`src/rtl/core/qhe_pkg.sv`:
```
// Shared constants, types and helpers for the quintic Hermite evaluator.
`default_nettype none

package qhe_pkg;

  // normalized time s is unsigned Q1.24, value range 0 .. 2^24
  localparam int S_BITS = 24;
  // basis values carry 25 fraction bits
  localparam int B_BITS = 25;
  // basis coefficient width, |g| < 2^28
  localparam int GW = 30;
  // width of the exact weighted sum before the final divide
  localparam int NW = 125;
  // quotient bits of the output divider
  localparam int Q_BITS = 32;

  // pipeline depths of the submodules
  localparam int NORM_LAT = S_BITS + 1;
  localparam int COMB_LAT = 8 + Q_BITS + 1;

  typedef logic signed [GW-1:0] coef_t;
  typedef logic [S_BITS:0]      spow_t;

  // (a * b) >> S_BITS, both operands at most 2^S_BITS
  function automatic spow_t pmul(input spow_t a, input spow_t b);
    logic [2*S_BITS+1:0] p;
    p = a * b;
    return p[2*S_BITS:S_BITS];
  endfunction

endpackage

`default_nettype wire

```
`src/rtl/core/qhe_norm.sv`:
```
// Time normalization: clamp and one-bit-per-stage divide, s = t * 2^24 / duration.
`default_nettype none

module qhe_norm (
  input  logic                clk,
  input  logic                rst,
  input  logic                en,
  input  logic signed [31:0]  t,
  input  logic [30:0]         dur,
  input  logic                vld_out,
  output qhe_pkg::spow_t      s
);
  import qhe_pkg::*;

  logic [30:0]       r   [0:S_BITS];
  logic [S_BITS-1:0] q   [0:S_BITS];
  logic              one [0:S_BITS];

  logic t_le_zero;
  logic t_ge_dur;

  assign t_le_zero = t[31] || (t == 32'sd0);
  assign t_ge_dur  = !t_le_zero && (t[30:0] >= dur);

  always_ff @(posedge clk) begin
    if (en) begin
      r[0]   <= (t_le_zero || t_ge_dur) ? '0 : t[30:0];
      q[0]   <= '0;
      one[0] <= t_ge_dur;
    end
  end

  for (genvar j = 1; j <= S_BITS; j++) begin : g_step
    logic [31:0] rs;
    logic        ge;
    assign rs = {r[j-1], 1'b0};
    assign ge = rs >= {1'b0, dur};
    always_ff @(posedge clk) begin
      if (en) begin
        r[j]   <= ge ? 31'(rs - {1'b0, dur}) : rs[30:0];
        q[j]   <= {q[j-1][S_BITS-2:0], ge};
        one[j] <= one[j-1];
      end
    end
  end

  assign s = one[S_BITS] ? {1'b1, {S_BITS{1'b0}}} : {1'b0, q[S_BITS]};

  // remainder after the last step must stay below the divisor
  a_rem_bound: assert property (@(posedge clk) disable iff (rst)
    vld_out |-> (r[S_BITS] < dur))
    else $error("normalizer remainder out of range");

endmodule

`default_nettype wire

```
`config.mk`:
```
export PLATFORM = sky130hd
export DESIGN_NAME = qhe_norm
export DESIGN_NICKNAME = d
export VERILOG_FILES = /design/src/rtl/core/qhe_pkg.sv /design/src/rtl/core/qhe_norm.sv
export SDC_FILE = /design/constraint.sdc
export NUM_CORES = 2
export LEC_CHECK = 0
export BUFFER_PORTS_ARGS = -buffer_cell sky130_fd_sc_hd__buf_4
export CAP_MARGIN = 20
export CORE_MARGIN = 10
export CORE_UTILIZATION = 35
export DETAILED_ROUTE_END_ITERATION = 16
export SETUP_SLACK_MARGIN = 0.4
export SLEW_MARGIN = 20
export SYNTH_ARGS = -nofsm -noshare
export SYNTH_HDL_FRONTEND = slang
export SYNTH_SLANG_ARGS = --single-unit
```
`constraint.sdc`:
```
create_clock -name clk -period 7.31 [get_ports clk]
set_input_delay 0 -clock clk [delete_from_list [all_inputs] [get_ports clk]]
set_output_delay 0 -clock clk [all_outputs]
set_load 0.05 [all_outputs]
```
# == Yosys cells after proc, flatten, opt, wreduce, memory -nomap -nowiden ==
# Memory sizes are Yosys's and may differ from the RTL's.
# Cells that the tools add are included.
# op_classes
add_sub_neg,24
order_cmp,25
n_mux,28
n_reduce_logical,5
# ops
op,n
$mux W31,25
$ge A32 B31 Y1,24
$sub A31 B31 Y31,24
$logic_not A32 Y1,1
$ge A31 B31 Y1,1
$mux W25,1
$logic_or A1 B1 Y1,2
$mux W1,2
$logic_and A1 B1 Y1,1
$logic_not A1 Y1,1
# word_totals
regBits,0
ram_bits,1400
inputBits,67
n_memories,3
# memory_table
name,words,width,read_ports,rd_ports_with_merged_regs,write_ports,line,text
r,25,31,24,0,25,qhe_norm.sv:15,logic [30:0] r [0:S_BITS];
q,25,24,25,0,25,qhe_norm.sv:16,logic [S_BITS-1:0] q [0:S_BITS];
one,25,1,25,0,25,qhe_norm.sv:17,logic one [0:S_BITS];

# == Longest topological paths before layout ==
# logic_depth
ltp_word,6
ltp_mapped,16
mapped_depth_nobuf,13

# == Worst setup path before layout ==
# OpenSTA, ideal clock, no wires.
# synth_timing
kind,input port to flip-flop
start,input port dur[0]
end,"memory r[23][2], in the netlist r[2][219] (data pin)"
arrival_time_ps,4881
required_time_ps,7050
setup_slack_ps,2170
path_stages,15
n_path_buf,2
path_cell_list,inv_2 -> clkbuf_1 -> fa_1 -> a21o_1 -> a21oi_1 -> o21ai_1 -> a211oi_1 -> a21oi_1 -> a31oi_1 -> and2_1 -> nand2_1 -> a21oi_1 -> o31ai_1 -> buf_2 -> mux2_2
# synth_rtl
item,line,text
from (decl),qhe_norm.sv:9,"input logic [30:0] dur,"
to (decl),qhe_norm.sv:15,

==> reports/results.txt <==
Routability cong. - 0.9192
Slew @ Worst Pin - 1.086 ns
Hold_sp - dur[24]
Total CTS buffers - 136
First-pass GRT wire length - 319.3 mm
Final setup violation count - 0
CP max-delay cell - dlygate4sd3_1
Chip width - 485.7 um
CP Max Fanout - 49
Wirelength, routed - 205.6 mm
Total GRT Usage - 0.1678
Crit Reg-Reg Endpoint - r[1][140]
Final min period - 5.177 ns
DRC violations left - 0
RSZ-0062 raised after global routing - false
Min-delay worst type - input pin to flip-flop
Top delay family on crit path - compound AO/OA/AOI/OAI gates
Total vias in the final route - 57.93k
Hold Worst Slack - 0.1897 ns
Root buf cell - clkbuf_16
Setup_tns - 0 ns
Skew-Pair Late Insertion Delay - 0.79 ns
Most numerous cell in the Yosys netlist - edfxtp_1
Die ar. - 235900 um2
Final period utilization - 0.7083
Chip Height - 485.7 um
R2r worst-path depth - 13
Nets - 8423
Wire length on met3 - 10.28 mm
Yosys top cell area share - 0.4229
Num rows - 170
CTS Buffer Depth - 3
# resized after CTS - 0
Hold depth - 5
Netlist cell types - 94
Syn nets - 8228
Final Hold Vio Count - 0
Total grt overflow - 0
CP Data Arrival Time - 5.71 ns
Crit path required time - 7.84 ns
Startpoint types - input pin
Htree depth - 4
Cell taking the most area after synthesis - edfxtp_1
Post-synth EDFFs - 1069
Setup CP Type - input pin to flip-flop
Pleak - 34.10 nW
Fillcell total - 20.79k
Via density - 5.514
Post-synth ARST share - 0
Starting density of the core - 0.3526
Post-synth top cells - edfxtp_1 (1069), a21oi_1 (787), ha_1 (774)
Synth Area per Inst - 10.31 um2
WP buf/inv - 5
Syn Std Cell Area - 75900 um2
Metal-1 WL - 93.23 mm
Main synth FF type - edfxtp_1
Cells after synthesis - 7364
Setup crit end kind - flip-flop
Most frequent CP cell - a21o_1
CP Cell Sequence - dlygate4sd3_1, buf_4, inv_4, buf_12, fa_1, a21o_1, a21o_1, a211oi_1, o311ai_1, a221oi_2, o21ai_0, a41o_1, a21oi_2, inv_2, mux2_2
#FFs+latches synth - 1069
Reg2Reg Setup Slack - 2.63 ns
Final core occ - 0.3963
Slew HR - 0.2761
Synth top area cells - edfxtp_1 (42%), ha_1 (13%), a21oi_1 (5.2%), xnor2_1 (4.4%), a21o_1 (4.2%)
Clk pin slew, worst setup/hold paths - 0.05 ns
Area growth, synth to finish - 12.39%
Post-synthesis sequential area ratio - 0.4229
Power per cell area - 475.3 nW/um2
Largest net degree at the start of global routing - 155
Port bufs - 89
Syn. warnings - 0
Initial drt markers - 4505
Met2 Routed Length - 93.59 mm
Fmax - 0.1932 GHz
CTS tree - yes
Share of cells above drive strength 1 - 0.09587
Max-Cap Viols - 0
Worst r2r src - r[1][93]
Worst vdd ir - 0.0002236 V
WL per Instance - 19.57 um
# hold bufs at CTS - 69
Post-route ant nets - 0
CTS Sinks - 1069
Skew final - 0.03312 ns
Slowest stage delay, CP - 0.63 ns
Hold endpoint - q[24][0]
Post-CTS Setup Bufs - 0
HPWL Detailed - 148.2 mm
Drt pass-1 iters - 6
Outcome - finished clean
Core ar. - 215300 um2
Vias in the first global route - 56.05k
Antenna violations before repair - 3
Top sig layer - met4
Ports - 92
Final Slew Violations - 0
[worst max path at each step]
| stage | cells past startpoint | start | to |
|---|---|---|---|
| 6_report | 15 | dur[0] | r[2][116] |
| 5_1_grt | 15 | dur[0] | r[0][192] |
| 4_1_cts | 15 | dur[0] | r[2][116] |
| 3_5_place_dp | 14 | dur[0] | r[2][116] |
| 3_3_place_gp | 15 | dur[0] | r[1][145] |
| 2_1_floorplan | 15 | dur[0] | r[2][219] |
[power breakdown]
group	switching, mW	internal (mW)
combinational	12.3	9.70
clock	2.77	3.81
sequential	1.51	10.5
[metrics by stage]
step | total power, mW | area [um2] | std cells | setup slack [ns]
4_1_cts | 40.58 | 85270 | 10500 | 2.189
5_1_grt | 43.73 | 85300 | 10510 | 1.883
3_3_place_gp | 33.35 | 80250 | 10190 | 2.073
6_report | 40.54 | 85310 | 10510 | 2.133
2_1_floorplan | 28.51 | 75900 | 7364 | 2.170
3_5_place_dp | 33.62 | 80250 | 10190 | 2.034
[kinds of logic (layout without fill, tap and decap cells)]
| group | count (synthesis) | after routing | synth area share |
|---|---|---|---|
| AOI/OAI and AO/OA | 2386 | 2386 | 0.1985 |
| and+or+nand+nor | 1840 | 1840 | 0.1145 |
| DFF | 1069 | 1069 | 0.4229 |
| adders and majority gates | 797 | 797 | 0.1337 |
| xor gates and xnor gates | 622 | 622 | 0.07177 |
| buffers and inverters | 392 | 695 | 0.02039 |
| muxes | 258 | 258 | 0.03824 |
| other | 0 | 2 | 0 |
[per-layer routing]
layer  global-route usage  vias up
met1               0.2231    27700
met4              0.06821        0
met5                    0        -
li1                     -    28320
met3              0.02454      382
met2               0.2734     1536
[cell usage in the layout, fill, tap and decap left out, types with 16 or more instances in the layout]
cell type / n
a2111oi_0: 16
a211o_1: 23
a211oi_1: 57
a21boi_0: 16
a21o_1: 427
a21oi_1: 783
a221oi_1: 16
a31oi_1: 80
and2_1: 61
and3_1: 69
buf_4: 158
clkbuf_1: 25
clkbuf_16: 138
clkinv_1: 21
clkinv_2: 29
dlygate4sd3_1: 69
edfxtp_1: 1069
fa_1: 23
ha_1: 774
inv_1: 180
inv_2: 30
mux2_2: 249
nand2_1: 550
nand2b_1: 84
nand3_1: 117
nand4_1: 115
nor2_1: 523
nor2b_1: 104
nor3_1: 89
o211ai_1: 26
o21a_1: 86
o21ai_0: 486
o21ai_1: 30
o21bai_1: 124
o31ai_1: 42
or2_2: 21
or3_1: 32
xnor2_1: 381
xor2_1: 241
[area by class of cell]
type | instances | area, um2 | share of cell area
Clock buffer | 163 | 3547 | 0.04158
Tap cell | 2838 | 3551 | 0.04163
Sequential cell | 1069 | 32100 | 0.3763
Antenna cell | 2 | 5.005 | 0.00005867
Timing Repair Buffer | 237 | 2079 | 0.02438
Multi-Input combinational cell | 5903 | 42440 | 0.4975
Inverter | 212 | 799.5 | 0.009372
Clock inverter | 83 | 785.8 | 0.009211
[state kept, by name (all words and copies together) (netlist names)]
signal  count
r         744
q         300
one        25
[worst register-to-register path: stages (launching register included)]
cell and delay [ns]:
edfxtp_1 0.45, fa_1 0.44, a21oi_1 0.20, o21ai_1 0.10, a21oi_2 0.21, a211o_1 0.18
a41oi_2 0.15, a221oi_2 0.46, o41ai_1 0.18, a21oi_1 0.30, o31ai_1 0.16, a211oi_4 0.83
buf_4 0.40, mux2_2 0.38
Power figures use the tool's default switching activity.
